`src/design/htok_pkg.sv`:
```
// Shared types and constants for the HTTP request tokenizer.
package htok_pkg;

    localparam int BUFFER_BYTES_DEF = 512;

    // Character codes
    localparam logic [7:0] CH_NUL   = 8'h00;
    localparam logic [7:0] CH_LF    = 8'h0a;
    localparam logic [7:0] CH_SPACE = 8'h20;
    localparam logic [7:0] CH_DEL   = 8'h7f;
    localparam logic [7:0] CH_QUEST = 8'h3f;
    localparam logic [7:0] CH_EQUAL = 8'h3d;
    localparam logic [7:0] CH_AMP   = 8'h26;
    localparam logic [7:0] CH_COLON = 8'h3a;
    localparam logic [7:0] CH_PCT   = 8'h25;
    localparam logic [7:0] CH_PLUS  = 8'h2b;

    // Token kinds
    localparam logic [2:0] KIND_METHOD = 3'd0;
    localparam logic [2:0] KIND_PATH   = 3'd1;
    localparam logic [2:0] KIND_QNAME  = 3'd2;
    localparam logic [2:0] KIND_QVAL   = 3'd3;
    localparam logic [2:0] KIND_HNAME  = 3'd4;
    localparam logic [2:0] KIND_HVAL   = 3'd5;
    localparam logic [2:0] KIND_NONE   = 3'd6;

    // Percent-escape progress
    localparam logic [1:0] DEC_IDLE = 2'd0;
    localparam logic [1:0] DEC_HIGH = 2'd1;
    localparam logic [1:0] DEC_LOW  = 2'd2;

    typedef enum logic [3:0] {
        PH_LEAD   = 4'd0,
        PH_METHOD = 4'd1,
        PH_GAP    = 4'd2,
        PH_PATH   = 4'd3,
        PH_QNAME  = 4'd4,
        PH_QVAL   = 4'd5,
        PH_REST   = 4'd6,
        PH_HNAME  = 4'd7,
        PH_HGAP   = 4'd8,
        PH_HVAL   = 4'd9
    } t_phase;

    typedef struct packed {
        logic [7:0] in_byte;
        logic       in_last;
    } t_in_item;

    typedef struct packed {
        logic [7:0] out_byte;
        logic [2:0] out_kind;
        logic       out_first;
        logic       out_done;
    } t_out_item;

    typedef struct packed {
        t_phase     phase;
        logic       line_dead;
        logic [1:0] dec_phase;
        logic [3:0] hex_high;
        logic       token_open;
        logic       line_empty;
        logic       msg_done;
    } t_parse_state;

    localparam t_parse_state PARSE_RESET = '{
        phase:      PH_LEAD,
        line_dead:  1'b0,
        dec_phase:  DEC_IDLE,
        hex_high:   4'd0,
        token_open: 1'b0,
        line_empty: 1'b1,
        msg_done:   1'b0
    };

endpackage

```
`src/design/http_request_tokenizer.sv`:
```
// HTTP request tokenizer: one request byte per item in, zero or one tagged token byte out.
// An item waits in the input register until the result slot is free; its result is then
// registered. Throughput: one item per cycle unless the output stalls; the input register,
// per-byte decision logic and the result register form a two-register path, and an empty
// input register takes an item while a result waits. Synchronous active-low reset clears
// parse state, the decode register and both valid flags; the byte counter returns to zero.
module http_request_tokenizer
    import htok_pkg::*;
#(
    parameter int BUFFER_BYTES = BUFFER_BYTES_DEF
) (
    input  logic      i_clk,
    input  logic      i_rst_n,
    input  logic      i_cfg_we,
    input  logic      i_cfg_data,
    input  logic      i_in_valid,
    output logic      o_in_ready,
    input  t_in_item  i_in_item,
    output logic      o_out_valid,
    input  logic      i_out_ready,
    output t_out_item o_out_item
);

    localparam int CNT_W = $clog2(BUFFER_BYTES);

    // Decode enable for query values
    logic r_decode;

    // Input register
    logic     r_in_valid;
    t_in_item r_in_item;

    // Parse state, advanced once per processed item
    t_parse_state     r_state;
    t_parse_state     n_state;
    logic [CNT_W-1:0] r_count;
    logic [CNT_W-1:0] n_count;

    // Result register
    logic      r_out_valid;
    t_out_item r_out_item;

    logic      step_valid;
    t_out_item step_item;
    logic      w_process;

    htok_step #(
        .BUFFER_BYTES(BUFFER_BYTES)
    ) u_step (
        .i_item  (r_in_item),
        .i_decode(r_decode),
        .i_state (r_state),
        .i_count (r_count),
        .o_state (n_state),
        .o_count (n_count),
        .o_valid (step_valid),
        .o_item  (step_item)
    );

    // Advance the held item when the result slot is empty or being drained this cycle
    assign w_process  = r_in_valid && (!r_out_valid || i_out_ready);
    // Take a new item whenever the input register is empty or moves on now
    assign o_in_ready = !r_in_valid || w_process;

    always_ff @(posedge i_clk) begin
        if (!i_rst_n) begin
            r_decode    <= 1'b0;
            r_in_valid  <= 1'b0;
            r_state     <= PARSE_RESET;
            r_count     <= '0;
            r_out_valid <= 1'b0;
        end else begin
            if (i_cfg_we) r_decode <= i_cfg_data;

            // Hold or refill the input register
            if (o_in_ready) begin
                r_in_valid <= i_in_valid;
            end

            // Commit the byte's effect on parse state and post its result, if any
            if (w_process) begin
                r_state     <= n_state;
                r_count     <= n_count;
                r_out_valid <= step_valid;
            end else if (i_out_ready) begin
                r_out_valid <= 1'b0;
            end
        end
    end

    // Payload registers carry no reset
    always_ff @(posedge i_clk) begin
        if (o_in_ready && i_in_valid) r_in_item <= i_in_item;
        if (w_process) r_out_item <= step_item;
    end

    assign o_out_valid = r_out_valid;
    assign o_out_item  = r_out_item;

endmodule

```
`src/design/htok_step.sv`:
```
// Per-byte tokenizer decision: next parse state and optional result item.
module htok_step
    import htok_pkg::*;
#(
    parameter int BUFFER_BYTES = BUFFER_BYTES_DEF,
    localparam int CNT_W = $clog2(BUFFER_BYTES)
) (
    input  t_in_item     i_item,
    input  logic         i_decode,
    input  t_parse_state i_state,
    input  logic [CNT_W-1:0] i_count,
    output t_parse_state o_state,
    output logic [CNT_W-1:0] o_count,
    output logic         o_valid,
    output t_out_item    o_item
);

    localparam logic [CNT_W-1:0] COUNT_LIMIT = CNT_W'(BUFFER_BYTES - 1);

    function automatic logic [3:0] nibble_of(input logic [7:0] ch);
        logic [3:0] v;
        v = 4'd0;
        if (ch >= 8'h30 && ch <= 8'h39) v = ch[3:0];
        else if ((ch >= 8'h41 && ch <= 8'h46) || (ch >= 8'h61 && ch <= 8'h66))
            v = ch[3:0] + 4'd9;
        return v;
    endfunction

    logic [7:0] c;
    logic       emit;
    logic       done;
    logic [2:0] kind;
    logic       first;

    always_comb begin
        o_state = i_state;
        o_count = i_count;
        c       = i_item.in_byte;
        emit    = 1'b0;
        done    = 1'b0;
        kind    = KIND_NONE;
        first   = 1'b0;

        if (i_state.msg_done) begin
            // Drop bytes until the last one, then restart
            if (i_item.in_last) begin
                o_state = PARSE_RESET;
                o_count = '0;
            end
        end else begin
            if (i_count >= COUNT_LIMIT || c == CH_NUL) begin
                done = 1'b1;
            end else begin
                o_count = i_count + CNT_W'(1);
                if (c == CH_LF) begin
                    if (i_state.phase >= PH_HNAME && i_state.line_empty) begin
                        done = 1'b1;
                    end else begin
                        o_state.phase      = PH_HNAME;
                        o_state.line_dead  = 1'b0;
                        o_state.line_empty = 1'b1;
                        o_state.token_open = 1'b0;
                    end
                end else if (i_state.line_dead) begin
                    // line silenced
                end else if (c < CH_SPACE || c >= CH_DEL) begin
                    o_state.line_dead = 1'b1;
                end else begin
                    o_state.line_empty = 1'b0;
                    case (i_state.phase)
                        PH_LEAD: begin
                            if (c != CH_SPACE) begin
                                emit = 1'b1; kind = KIND_METHOD;
                                o_state.phase = PH_METHOD;
                            end
                        end
                        PH_METHOD: begin
                            if (c == CH_SPACE) begin
                                o_state.token_open = 1'b0;
                                o_state.phase = PH_GAP;
                            end else begin
                                emit = 1'b1; kind = KIND_METHOD;
                            end
                        end
                        PH_GAP: begin
                            if (c == CH_QUEST) begin
                                o_state.phase = PH_QNAME;
                            end else if (c != CH_SPACE) begin
                                emit = 1'b1; kind = KIND_PATH;
                                o_state.phase = PH_PATH;
                            end
                        end
                        PH_PATH: begin
                            if (c == CH_SPACE) begin
                                o_state.token_open = 1'b0;
                                o_state.phase = PH_REST;
                            end else if (c == CH_QUEST) begin
                                o_state.token_open = 1'b0;
                                o_state.phase = PH_QNAME;
                            end else begin
                                emit = 1'b1; kind = KIND_PATH;
                            end
                        end
                        PH_QNAME: begin
                            if (c == CH_SPACE) begin
                                o_state.token_open = 1'b0;
                                o_state.phase = PH_REST;
                            end else if (c == CH_EQUAL) begin
                                o_state.token_open = 1'b0;
                                o_state.phase = PH_QVAL;
                            end else if (c == CH_AMP) begin
                                o_state.token_open = 1'b0;
                            end else begin
                                emit = 1'b1; kind = KIND_QNAME;
                            end
                        end
                        PH_QVAL: begin
                            if (c == CH_SPACE) begin
                                o_state.token_open = 1'b0;
                                o_state.phase = PH_REST;
                            end else if (c == CH_AMP) begin
                                o_state.token_open = 1'b0;
                                o_state.phase = PH_QNAME;
                            end else if (!i_decode) begin
                                o_state.dec_phase = DEC_IDLE;
                                emit = 1'b1; kind = KIND_QVAL;
                            end else if (i_state.dec_phase == DEC_HIGH) begin
                                o_state.hex_high  = nibble_of(c);
                                o_state.dec_phase = DEC_LOW;
                            end else if (i_state.dec_phase == DEC_LOW) begin
                                c = {i_state.hex_high, nibble_of(c)};
                                o_state.dec_phase = DEC_IDLE;
                                emit = 1'b1; kind = KIND_QVAL;
                            end else if (c == CH_PCT) begin
                                o_state.dec_phase = DEC_HIGH;
                            end else begin
                                if (c == CH_PLUS) c = CH_SPACE;
                                emit = 1'b1; kind = KIND_QVAL;
                            end
                        end
                        PH_HNAME: begin
                            if (c == CH_COLON) begin
                                o_state.token_open = 1'b0;
                                o_state.phase = PH_HGAP;
                            end else begin
                                emit = 1'b1; kind = KIND_HNAME;
                            end
                        end
                        PH_HGAP: begin
                            if (c != CH_SPACE) begin
                                emit = 1'b1; kind = KIND_HVAL;
                                o_state.phase = PH_HVAL;
                            end
                        end
                        PH_HVAL: begin
                            emit = 1'b1; kind = KIND_HVAL;
                        end
                        default: begin
                        end
                    endcase
                end
                // Drop any pending escape once outside a query value
                if (o_state.phase != PH_QVAL) begin
                    o_state.dec_phase = DEC_IDLE;
                    o_state.hex_high  = 4'd0;
                end
            end

            if (emit) begin
                first = ~o_state.token_open;
                o_state.token_open = 1'b1;
            end
            if (i_item.in_last) done = 1'b1;
            if (done) begin
                if (i_item.in_last) begin
                    o_state = PARSE_RESET;
                    o_count = '0;
                end else begin
                    o_state.msg_done = 1'b1;
                end
            end
        end

        o_valid          = emit | done;
        o_item.out_byte  = emit ? c : 8'd0;
        o_item.out_kind  = kind;
        o_item.out_first = first;
        o_item.out_done  = done;
    end

endmodule

```
`config.mk`:
```
export PLATFORM = sky130hd
export DESIGN_NAME = http_request_tokenizer
export DESIGN_NICKNAME = d
export VERILOG_FILES = /design/src/design/htok_pkg.sv /design/src/design/http_request_tokenizer.sv /design/src/design/htok_step.sv
export SDC_FILE = /design/constraint.sdc
export NUM_CORES = 1
export LEC_CHECK = 0
export BUFFER_PORTS_ARGS = -buffer_cell sky130_fd_sc_hd__buf_2
export CELL_PAD_IN_SITES_DETAIL_PLACEMENT = 1
export CELL_PAD_IN_SITES_GLOBAL_PLACEMENT = 2
export CORE_ASPECT_RATIO = 1.1
export CORE_UTILIZATION = 35
export DETAILED_ROUTE_END_ITERATION = 12
export GPL_ROUTABILITY_DRIVEN = 0
export PLACE_DENSITY_LB_ADDON = 0.1
export RECOVER_POWER = 25
export SLEW_MARGIN = 20
export SYNTH_ARGS = -nofsm -noshare
export SYNTH_HDL_FRONTEND = slang
export SYNTH_SLANG_ARGS = --single-unit
```
`constraint.sdc`:
```
create_clock -name i_clk -period 8 [get_ports i_clk]
set_input_delay 0.8 -clock i_clk [delete_from_list [all_inputs] [get_ports i_clk]]
set_output_delay 0.8 -clock i_clk [all_outputs]
set_load 0.01 [all_outputs]
```
==> results of run 1 <==
## per-layer routing
metal	up-vias	global-route usage	wire length [um]
met5	-	0	0
met4	0	0.0325	59
met3	6	0.0270	308
met2	67	0.420	5110
met1	1437	0.286	4630
li1	1425	-	-
## worst paths after layout
kind | slack, ns | depth (start not counted) | startpoint | end
max | 4.80 | 8 | r_in_item[1] | o_out_item[5]
min | 0.49 | 1 | r_state[6] | r_state[6]
max reg2reg | 4.80 | 8 | r_in_item[1] | o_out_item[5]
min reg2reg | 0.49 | 1 | r_state[6] | r_state[6]
## metrics by stage
step	hold WS (ns)	instances	util
final	0.487	496	0.401
after global routing	0.529	496	0.401
after CTS	0.491	496	0.403
after detailed placement	0.468	488	0.392
after global placement	0.460	488	0.392
after floorplan	0.432	365	-
## worst max-delay path, delay by kind of cell (launching register included)
kind,cells,cell delay (ns)
flops,1,0.54
simple gates,4,1.32
compound gates,3,0.76
fa+ha+maj,1,0.31
## cells in the mapped netlist (all sizes together) (2+ instances only)
| cell | n |
|---|---|
| nand3 | 17 |
| a221oi | 2 |
| o2111ai | 2 |
| o21a | 4 |
| o21ai | 25 |
| a21oi | 29 |
| o211ai | 5 |
| o31ai | 3 |
| nor2 | 35 |
| ha | 7 |
| a311oi | 3 |
| clkbuf | 14 |
| nor3 | 17 |
| or3 | 4 |
| nor2b | 4 |
| a22o | 4 |
| nand2 | 28 |
| or3b | 2 |
| o211a | 2 |
| and2 | 4 |
| xnor2 | 2 |
| edfxtp | 22 |
| a22oi | 6 |
| or4b | 3 |
| nor3b | 2 |
| a211oi | 3 |
| or2 | 3 |
| xor2 | 3 |
| o21bai | 2 |
| and3 | 6 |
| a31oi | 7 |
| a21o | 2 |
| dfxtp | 26 |
| a31o | 5 |
| inv | 10 |
| o22ai | 3 |
| nand2b | 5 |
| nor4 | 9 |
| maj3 | 2 |
| nand4 | 7 |
| buf | 6 |
## power by group
part / internal, mW / total (mW) / switching (mW)
sequential: 0.266 / 0.281 / 0.0142
combinational: 0.0233 / 0.0626 / 0.0393
clock: 0.0708 / 0.159 / 0.0884
total: 0.360 / 0.502 / 0.142
## flip-flops by register name, indices dropped and copies added (netlist names)
name and flops:
r_count 9, r_in_item 9, o_out_valid 1, r_state 14, r_in_valid 1, r_decode 1, o_out_item 13
## cell families (layout without fill, tap and decap cells)
| family | after synthesis | after routing | synth area share |
|---|---|---|---|
| buffers and inverters | 31 | 51 | 0.0435 |
| xor gates and xnor gates | 5 | 5 | 0.0140 |
| adders and majority gates | 9 | 9 | 0.0343 |
| DFF | 48 | 48 | 0.377 |
| muxes | 1 | 1 | 0.00319 |
| AOI/OAI and AO/OA | 119 | 119 | 0.265 |
| and+or+nand+nor | 152 | 152 | 0.263 |
## layout make-up
| type | count | area share |
|---|---|---|
| well taps | 111 | 0.0405 |
| flip-flops and latches | 48 | 0.345 |
| clock inverters | 1 | 0.00183 |
| clock buffers | 7 | 0.0252 |
| multi-input cells | 286 | 0.531 |
| inverters | 11 | 0.0121 |
| repair buffers | 32 | 0.0449 |
==> impl_metrics.tcl, run 1 <==
set metrics [dict create \
    maxSlewViolCount 0 \
    critical_path_slowest_stage_cell "nor4_1" \
    layout.nets 406 \
    yosysTopAreaCellShare 0.211 \
    path_cells "ha_1, and4_4, a31oi_1, nand2b_1, nor4_1, nand2_1, o21ai_0, a21oi_1" \
    route.detailed.wl_per_inst_um 20.4 \
    synth_edf_count 22 \
    post_synth_main_area_contributors "edfxtp_1 21%, dfxtp_1 17%, a21oi_1 4.6%" \
    cp_data_required_time_ns 8.04 \
    layout.cell_area.non_filler_um2 3430 \
    tritoncts "done" \
    length_of_the_first_detailed_routing_pass_in_iterations 6 \
    initial_utilization 0.367 \
    layout_worst_path_cycle_share 0.400 \
    critical_path_peak_fanout 9 \
    die-height_um 101 \
    routed-via-count 2935 \
    post_route_ant_nets 0 \
    fin_tns_setup_ns 0 \
    max_slew.worst_pin.slew_ns 0.819 \
    path_clk_slew_ns 0.09 \
    critical-path-max-stage-delay_ns 0.67 \
    top_level_i_o_count 30 \
    timing.critical_path.arrival_ns 3.24 \
    critical_path.endpoint_type "flop" \
    max_capacitance_violation_count 0 \
    final-setup-viol-count 0 \
    status "finished, final reports clean" \
    timing.setup.critical_path_class "reg -> reg" \
    min_period_ns 3.20 \
    timing_hold_violations_final 0 \
    source_to_sink_clock_delay_at_the_later_pin_of_the_worst_skew_pair_ns 0.31 \
    maximum_number_of_pins_on_one_net_before_global_route_repair 21 \
    worst_slack_ns 4.80 \
    headroom_to_the_max_slew_limit 0.449 \
    holdBufCountCts 0 \
    num_antenna_cells 0 \
    cts.root.buffer_cell "clkbuf_8" \
    core_um2 8540 \
    dieWidth_um 92.2 \
    start_kind "flop" \
    highest_count_cells_in_the_layout_ignoring_fill_and_taps "35 x nor2_1, 29 x a21oi_1, 28 x nand2_1, 26 x dfxtp_1, 24 x o21ai_0" \
    netlist_instances 365 \
    avgSynthCellArea_um2 8.59 \
    dominantRegCellSynth "dfxtp_1" \
    cts_made_buffers 5 \
    floorplan.die_area_um2 9340 \
    drt_drc_violations_left 0 \
    grt_overflow 0 \
    dp.final_hpwl_um 7620 \
    synth.cell_area_um2 3140 \
    n_fill_cell 1058 \
    drive_above_1_share 0.127 \
    worst_clock_skew_ns 0.00397 \
    fmax_mhz 313 \
    drt-initial-drc-count 134 \
    area.sequential_um2 1180 \
    clock_sink_count 48 \
    cts_max_path_buffers 2 \
    avgViaCountPerCell 5.92 \
    finalWirelength_um 10100 \
    ys_warn_count 0 \
    post_cts_resized 0 \
    placement.cell_area_um2 3350 \
    number_of_storage_elements_in_the_synthesis_netlist 48 \
    final_common_cell "nor2_1" \
    p_per_area_nw_per_um2 147 \
    holdCritPathClass "reg -> reg" \
    cts.repair_timing.setup_buffer_count 0 \
    area_growth_pct 9.26 \
    buffer_ports.inserted 29 \
    synthArstFlopShare 0 \
    post_place_setup_slack_ns 4.82 \
    vias_in_the_first_global_route 2981 \
    rows 35 \
    antenna_violations_before_repair 0 \
    finalPower_mw 0.502 \
    synth_seq_area_share 0.377 \
    synth.lib_cells_used.distinct 76 \
    vdd_ir_max_v 0.0000937 \
    rsz0062_at_grt "false" \
    grt_pass1_wl_um 16300 \
    synth.net_count 387 \
    grt_use_total 0.226 \
    synth_top_cell_by_area "edfxtp_1" \
    cts.htree.levels 2 \
    total_leakage_power_nw 1.15 \
    area_of_the_multi_input_gates_um2 1820 \
]
(Power assumes the default switching activity.)
==> run 2: changes to the inputs <==
--- a/config.mk
+++ b/config.mk
@@ -5,11 +5,12 @@
 export SDC_FILE = /design/constraint.sdc
 export NUM_CORES = 1
 export LEC_CHECK = 0
+export ABC_AREA = 1
 export BUFFER_PORTS_ARGS = -buffer_cell sky130_fd_sc_hd__buf_2
 export CELL_PAD_IN_SITES_DETAIL_PLACEMENT = 1
 export CELL_PAD_IN_SITES_GLOBAL_PLACEMENT = 2
 export CORE_ASPECT_RATIO = 1.1
-export CORE_UTILIZATION = 35
+export CORE_UTILIZATION = 34
 export DETAILED_ROUTE_END_ITERATION = 12
 export GPL_ROUTABILITY_DRIVEN = 0
 export PLACE_DENSITY_LB_ADDON = 0.1
==> constraint.sdc (replaced) <==
create_clock -name i_clk -period 3.12 [get_ports i_clk]
set_input_delay 0.312 -clock i_clk [delete_from_list [all_inputs] [get_ports i_clk]]
set_output_delay 0.312 -clock i_clk [all_outputs]
set_load 0.01 [all_outputs]
==> run 2 against run 1 <==
Net effect:
- clock skew grew 0.0050 ns
- total power grew to 2.7 times the previous value
- via count grew 11%
- utilization shrank 0.86 points
- global-route usage shrank 1.0 points
- maximum frequency grew 19%
- design area grew 8.8%
- synthesized area grew 7.7%
- setup slack lost 4.4 ns
- count of clock-buffer cells in the layout shrank 1
- largest cell class unchanged
- largest power group unchanged
- critical path depth grew 4
- non-clock buffer count shrank 1
==> impl_metrics.tcl, run 2 <==
set metrics [dict create \
    drive_above_1_share 0.170 \
    rsz0062_at_grt "false" \
    placedCellCount 620 \
    layout.nets 532 \
    switching_share 0.291 \
    groute.layer.met3.usage 0.0204 \
    max_slew.worst_pin.slew_ns 0.542 \
    largest_reg_flops 14 \
    cts.htree.levels 2 \
    cts_made_buffers 5 \
    whs_endpoint "r_in_item[0]" \
    synth.net_count 502 \
    critical-path-max-stage-delay_ns 0.53 \
    ys_warn_count 0 \
    dominantRegCellSynth "dfxtp_1" \
    register_containing_the_most_flip_flops_in_the_final_layout "r_state" \
    final-setup-viol-count 0 \
    fmax_mhz 374 \
    top_level_i_o_count 30 \
    hold_path_depth 1 \
    buffer_ports.inserted 29 \
    finalWirelength_um 10500 \
    worst-r2r-setup-slack_ns 0.44 \
    synth.cell_area_um2 3380 \
    cts_max_path_buffers 2 \
    route.detailed.wl_per_inst_um 16.8 \
    path_cells "inv_1, ha_1, inv_1, nor2_4, nand3_2, nor2_1, inv_1, nand2_1, o21ai_0, nand2_1, nand2_1, a21oi_1" \
    grt_use_total 0.215 \
    number_of_storage_elements_in_the_synthesis_netlist 48 \
    post_route_ant_nets 0 \
    highest_count_cells_in_the_layout_ignoring_fill_and_taps "123 x nand2_1, 52 x nor2_1, 50 x inv_1, 34 x a21oi_1, 29 x o21ai_0" \
    yosysTopAreaCellShare 0.196 \
    netlist_instances 480 \
    path_clk_slew_ns 0.09 \
    final_common_cell "nand2_1" \
    cp_data_required_time_ns 3.35 \
    maximum_number_of_pins_on_one_net_before_global_route_repair 16 \
    total_leakage_power_nw 1.56 \
    gr-usage-met2 0.373 \
    drt_drc_violations_left 0 \
    synth.lib_cells_used.distinct 48 \
    fin_tns_setup_ns 0 \
    power.internal_mw 0.956 \
    tritoncts "done" \
    post_cts_resized 0 \
    finalPower_mw 1.35 \
    layout.cell_area.non_filler_um2 3730 \
    clock_sink_count 48 \
    grt_pass1_wl_um 17700 \
    net-switching-power_mw 0.393 \
    dieWidth_um 97.0 \
    layout.core_utilization 0.393 \
    min_period_ns 2.68 \
    p_comb_frac 0.150 \
    holdCritPathClass "in -> reg" \
    global_route_layer_with_the_greatest_usage "met2" \
    grt_overflow 0 \
    critical_path_slowest_stage_cell "edfxtp_1" \
    die-height_um 107 \
    floorplan.die_area_um2 10300 \
    use_met1 0.287 \
    power.clock.fraction 0.321 \
    cts.root.buffer_cell "clkbuf_8" \
    layout_worst_path_cycle_share 0.858 \
    p_per_area_nw_per_um2 362 \
    post_layout_nonfiller_instances 628 \
    placement.cell_area_um2 3630 \
    core_um2 9490 \
    headroom_to_the_max_slew_limit 0.638 \
    area_growth_pct 10.3 \
    timing_hold_violations_final 0 \
    reg2reg_to "o_out_valid" \
    critical_path.endpoint_type "flop" \
    vias_in_the_first_global_route 3417 \
    timing.critical_path.arrival_ns 2.91 \
    synthArstFlopShare 0 \
    status "finished, final reports clean" \
    drt-initial-drc-count 135 \
    synth.most_common_cell "nand2_1" \
    ff2ff_path_depth 12 \
    dp.final_hpwl_um 8590 \
    timing.hold.ws_ns 0.181 \
    rows 37 \
    synth_seq_area_share 0.350 \
    initial_utilization 0.356 \
    holdBufCountCts 0 \
    num_antenna_cells 0 \
    maxSlewViolCount 0 \
    synth_edf_count 22 \
    length_of_the_first_detailed_routing_pass_in_iterations 4 \
    timing.setup.critical_path_class "reg -> reg" \
    start_kind "flop" \
    critical_path_peak_fanout 13 \
    vdd_ir_max_v 0.000182 \
    post_synth_main_area_contributors "edfxtp_1 20%, dfxtp_1 15%, nand2_1 14%" \
    routed-via-count 3266 \
    avgViaCountPerCell 5.20 \
    worst_slack_ns 0.443 \
    source_to_sink_clock_delay_at_the_later_pin_of_the_worst_skew_pair_ns 0.30 \
    rr_startpoint "r_in_item[1]" \
    post_place_setup_slack_ns 0.462 \
    worst_clock_skew_ns 0.00895 \
    synth_top_cell_by_area "edfxtp_1" \
    synth_top_cells_by_count "123 x nand2_1, 52 x nor2_1, 50 x inv_1, 34 x a21oi_1, 29 x o21ai_0" \
    hp-start "i_in_item[0]" \
    n_fill_cell 1202 \
    cts.repair_timing.setup_buffer_count 0 \
    max_capacitance_violation_count 0 \
    avgSynthCellArea_um2 7.04 \
    antenna_violations_before_repair 0 \
    register_share_of_total_power 0.529 \
]
-- run 2: changes by cell type after synthesis, moves of 7 or more --
cell | before | now
clkbuf_1 | 13 | 1
inv_1 | 10 | 50
inv_2 | 0 | 9
nand2_1 | 28 | 123
nand2_2 | 0 | 13
nand3_1 | 16 | 27
nor2_1 | 35 | 52
nor2_2 | 0 | 10
nor3_1 | 17 | 6
nor4_1 | 7 | 0
-- run 2: worst max-delay path by stage --
| stage | from | cells after the start | endpoint |
|---|---|---|---|
| floorplan | r_count[0] | 11 | o_out_item[3] |
| global placement | r_in_item[1] | 12 | o_out_valid |
| detailed placement | r_in_item[1] | 12 | o_out_valid |
| CTS | r_in_item[1] | 12 | o_out_valid |
| global route | r_in_item[1] | 14 | r_state[2] |
| finish | r_in_item[1] | 12 | o_out_valid |
-- run 2: kinds of logic after synthesis --
family / share of synthesized area
compound gates: 0.157
fa+ha+maj: 0.0259
buf+inv: 0.0867
xor+xnor: 0.0104
flops: 0.350
simple gates: 0.370
-- run 2: layout make-up --
cell class | count | area [um^2] | share of cell area
multi-input combinational | 361 | 1900 | 0.511
sequential | 48 | 1180 | 0.317
clock inverter | 2 | 12.5 | 0.00336
inverter | 63 | 241 | 0.0648
tap | 117 | 146 | 0.0393
clock buffer | 6 | 93.8 | 0.0252
timing repair buffer | 31 | 148 | 0.0396
-- run 2: power by group through the flow --
stage / Combinational (mW) / Clock (mW) / Sequential [mW]
2_1_floorplan: 0.140 / 0 / 0.721
3_3_place_gp: 0.202 / 0 / 0.727
3_5_place_dp: 0.205 / 0 / 0.728
4_1_cts: 0.206 / 0.448 / 0.714
5_1_grt: 0.228 / 0.471 / 0.717
6_report: 0.202 / 0.433 / 0.714
-- run 2: critical path, delay by kind of cell, from the launching register on --
family                   cells  cell delay [ns]
AO/OA/AOI/OAI                2             0.33
adder cells (fa/ha/maj)      1             0.19
buffers and inverters        3             0.44
flip-flops                   1             0.53
AND/OR/NAND/NOR              6             1.10
-- run 2: layer usage --
| metal | wire length (um) | part of all wire | up-vias |
|---|---|---|---|
| met1 | 5200 | 0.49 | 1556 |
| met5 | 0 | 0 | - |
| met4 | 141 | 0.013 | 0 |
| li1 | - | - | 1642 |
| met3 | 263 | 0.025 | 10 |
| met2 | 4930 | 0.47 | 58 |
==> run 3: changes to the inputs <==
--- a/config.mk
+++ b/config.mk
@@ -5,12 +5,12 @@
 export SDC_FILE = /design/constraint.sdc
 export NUM_CORES = 1
 export LEC_CHECK = 0
-export ABC_AREA = 1
+export ABC_AREA = 0
 export BUFFER_PORTS_ARGS = -buffer_cell sky130_fd_sc_hd__buf_2
 export CELL_PAD_IN_SITES_DETAIL_PLACEMENT = 1
 export CELL_PAD_IN_SITES_GLOBAL_PLACEMENT = 2
 export CORE_ASPECT_RATIO = 1.1
-export CORE_UTILIZATION = 34
+export CORE_UTILIZATION = 35
 export DETAILED_ROUTE_END_ITERATION = 12
 export GPL_ROUTABILITY_DRIVEN = 0
 export PLACE_DENSITY_LB_ADDON = 0.1
==> run 3 against run 2 <==
Net effect:
- worst hold slack lost 0.0058 ns
- global-route usage increased by 2.4 points
- critical endpoint is now r_state[3]
- cell count is 18% lower
- total power grew 1.3%
- critical path depth is 4 lower
- non-clock buffer count grew 22
==> impl_metrics.tcl, run 3 (synthesized netlist as in run 1, its figures left out) <==
set metrics [dict create \
    timing.critical_path.arrival_ns 3.18 \
    dp.final_hpwl_um 8130 \
    buffer_ports.inserted 29 \
    maxSlewViolCount 0 \
    antenna_violations_before_repair 1 \
    critical_path.endpoint_type "flop" \
    register_containing_the_most_flip_flops_in_the_final_layout "r_state" \
    avgViaCountPerCell 6.01 \
    min_period_ns 2.92 \
    floorplan.die_area_um2 9340 \
    tritoncts "done" \
    source_to_sink_clock_delay_at_the_later_pin_of_the_worst_skew_pair_ns 0.31 \
    max_slew.worst_pin.slew_ns 0.967 \
    vdd_ir_max_v 0.000171 \
    top_level_i_o_count 30 \
    path_cells "ha_1, and4_4, a311oi_4, a211oi_1, a211oi_2, o2111ai_2, o31ai_4, a22o_1" \
    holdBufCountCts 0 \
    core_um2 8540 \
    critical_path_slowest_stage_cell "a311oi_4" \
    cts_max_path_buffers 2 \
    vias_in_the_first_global_route 3121 \
    cts.htree.levels 2 \
    fin_tns_setup_ns 0 \
    grt_overflow 0 \
    maximum_number_of_pins_on_one_net_before_global_route_repair 16 \
    timing.setup.critical_path_class "reg -> reg" \
    placement.cell_area_um2 3500 \
    rows 35 \
    layout_worst_path_cycle_share 0.936 \
    area_growth_pct 14.8 \
    critical_path_peak_fanout 9 \
    start_kind "flop" \
    drive_above_1_share 0.172 \
    cts.root.buffer_cell "clkbuf_8" \
    length_of_the_first_detailed_routing_pass_in_iterations 4 \
    clock_sink_count 48 \
    status "finished, final reports clean" \
    final_common_cell "nor2_1" \
    total_leakage_power_nw 1.26 \
    drt_drc_violations_left 0 \
    largest_reg_flops 14 \
    critical-path-max-stage-delay_ns 0.53 \
    route.detailed.wl_per_inst_um 20.8 \
    routed-via-count 3109 \
    finalWirelength_um 10800 \
    cp_data_required_time_ns 3.38 \
    fmax_mhz 342 \
    dieWidth_um 92.2 \
    layout.cell_area.non_filler_um2 3600 \
    layout.nets 427 \
    post_route_ant_nets 0 \
    path_clk_slew_ns 0.10 \
    highest_count_cells_in_the_layout_ignoring_fill_and_taps "35 x nor2_1, 29 x a21oi_1, 28 x nand2_1, 26 x dfxtp_1" \
    worst_clock_skew_ns 0.00978 \
    cts_made_buffers 5 \
    headroom_to_the_max_slew_limit 0.351 \
    num_antenna_cells 0 \
    cts.repair_timing.setup_buffer_count 0 \
    max_capacitance_violation_count 0 \
    drt-initial-drc-count 154 \
    post_cts_resized 0 \
    holdCritPathClass "in -> reg" \
    die-height_um 101 \
    timing_hold_violations_final 0 \
    p_per_area_nw_per_um2 380 \
    grt_use_total 0.240 \
    grt_pass1_wl_um 17000 \
    final-setup-viol-count 0 \
    finalPower_mw 1.37 \
    rsz0062_at_grt "false" \
    initial_utilization 0.367 \
]
-- run 3: changes by cell type in the layout (fill, tap and decap cells not counted), moves of 6 or more --
cell	before	now
buf_4	2	24
inv_2	9	0
inv_1	50	10
nor3_1	6	17
nand3_1	27	16
nor4_1	0	7
nor2_4	6	0
nor2_1	52	35
a22oi_1	0	6
nor2_2	10	0
nand2_1	123	28
nand2_2	13	0
-- run 3: critical path: cells and delay by family (launching register included) --
kind | cells | cell delay (ns)
compound gates | 6 | 1.80
flops | 1 | 0.52
simple gates | 1 | 0.25
fa+ha+maj | 1 | 0.31
-- run 3: cell type report --
type | instances | area (um^2)
multi-input combinational | 286 | 1820
fill | 1051 | 4940
inverter | 11 | 41.3
timing repair buffer | 53 | 312
tap | 111 | 139
sequential | 48 | 1180
clock inverter | 2 | 35.0
clock buffer | 6 | 72.6
-- run 3: where the power goes --
| part | switching [mW] | internal, mW | total, mW |
|---|---|---|---|
| registers | 0.0282 | 0.683 | 0.711 |
| clock network | 0.226 | 0.239 | 0.465 |
| logic | 0.117 | 0.0738 | 0.191 |
| total | 0.372 | 0.995 | 1.37 |
-- run 3: path summary, 6_finish.rpt --
path	from	endpoint	slack, ns	cells after the start
worst max-delay path	r_in_item[1]	r_state[3]	0.20	8
worst min-delay path	i_in_item[0]	r_in_item[0]	0.18	1
worst max register to register	r_in_item[1]	r_state[3]	0.20	8
worst min register to register	r_state[5]	r_state[5]	0.50	1
-- run 3: stage by stage --
stage | utilization | hold WS [ns] | worst slack (ns) | std cells
2_1_floorplan | - | 0.411 | 0.485 | 365
3_3_place_gp | 0.410 | 0.448 | 0.336 | 509
3_5_place_dp | 0.410 | 0.463 | 0.279 | 509
4_1_cts | 0.423 | 0.169 | 0.260 | 517
5_1_grt | 0.421 | 0.169 | 0.0676 | 517
6_report | 0.421 | 0.175 | 0.198 | 517
-- run 3: layer usage --
metal	wire length, um	track usage	vias up
met2	5370	0.435	77
met5	13	0	-
met4	243	0.0745	2
met3	350	0.0315	20
li1	-	-	1470
met1	4770	0.296	1540
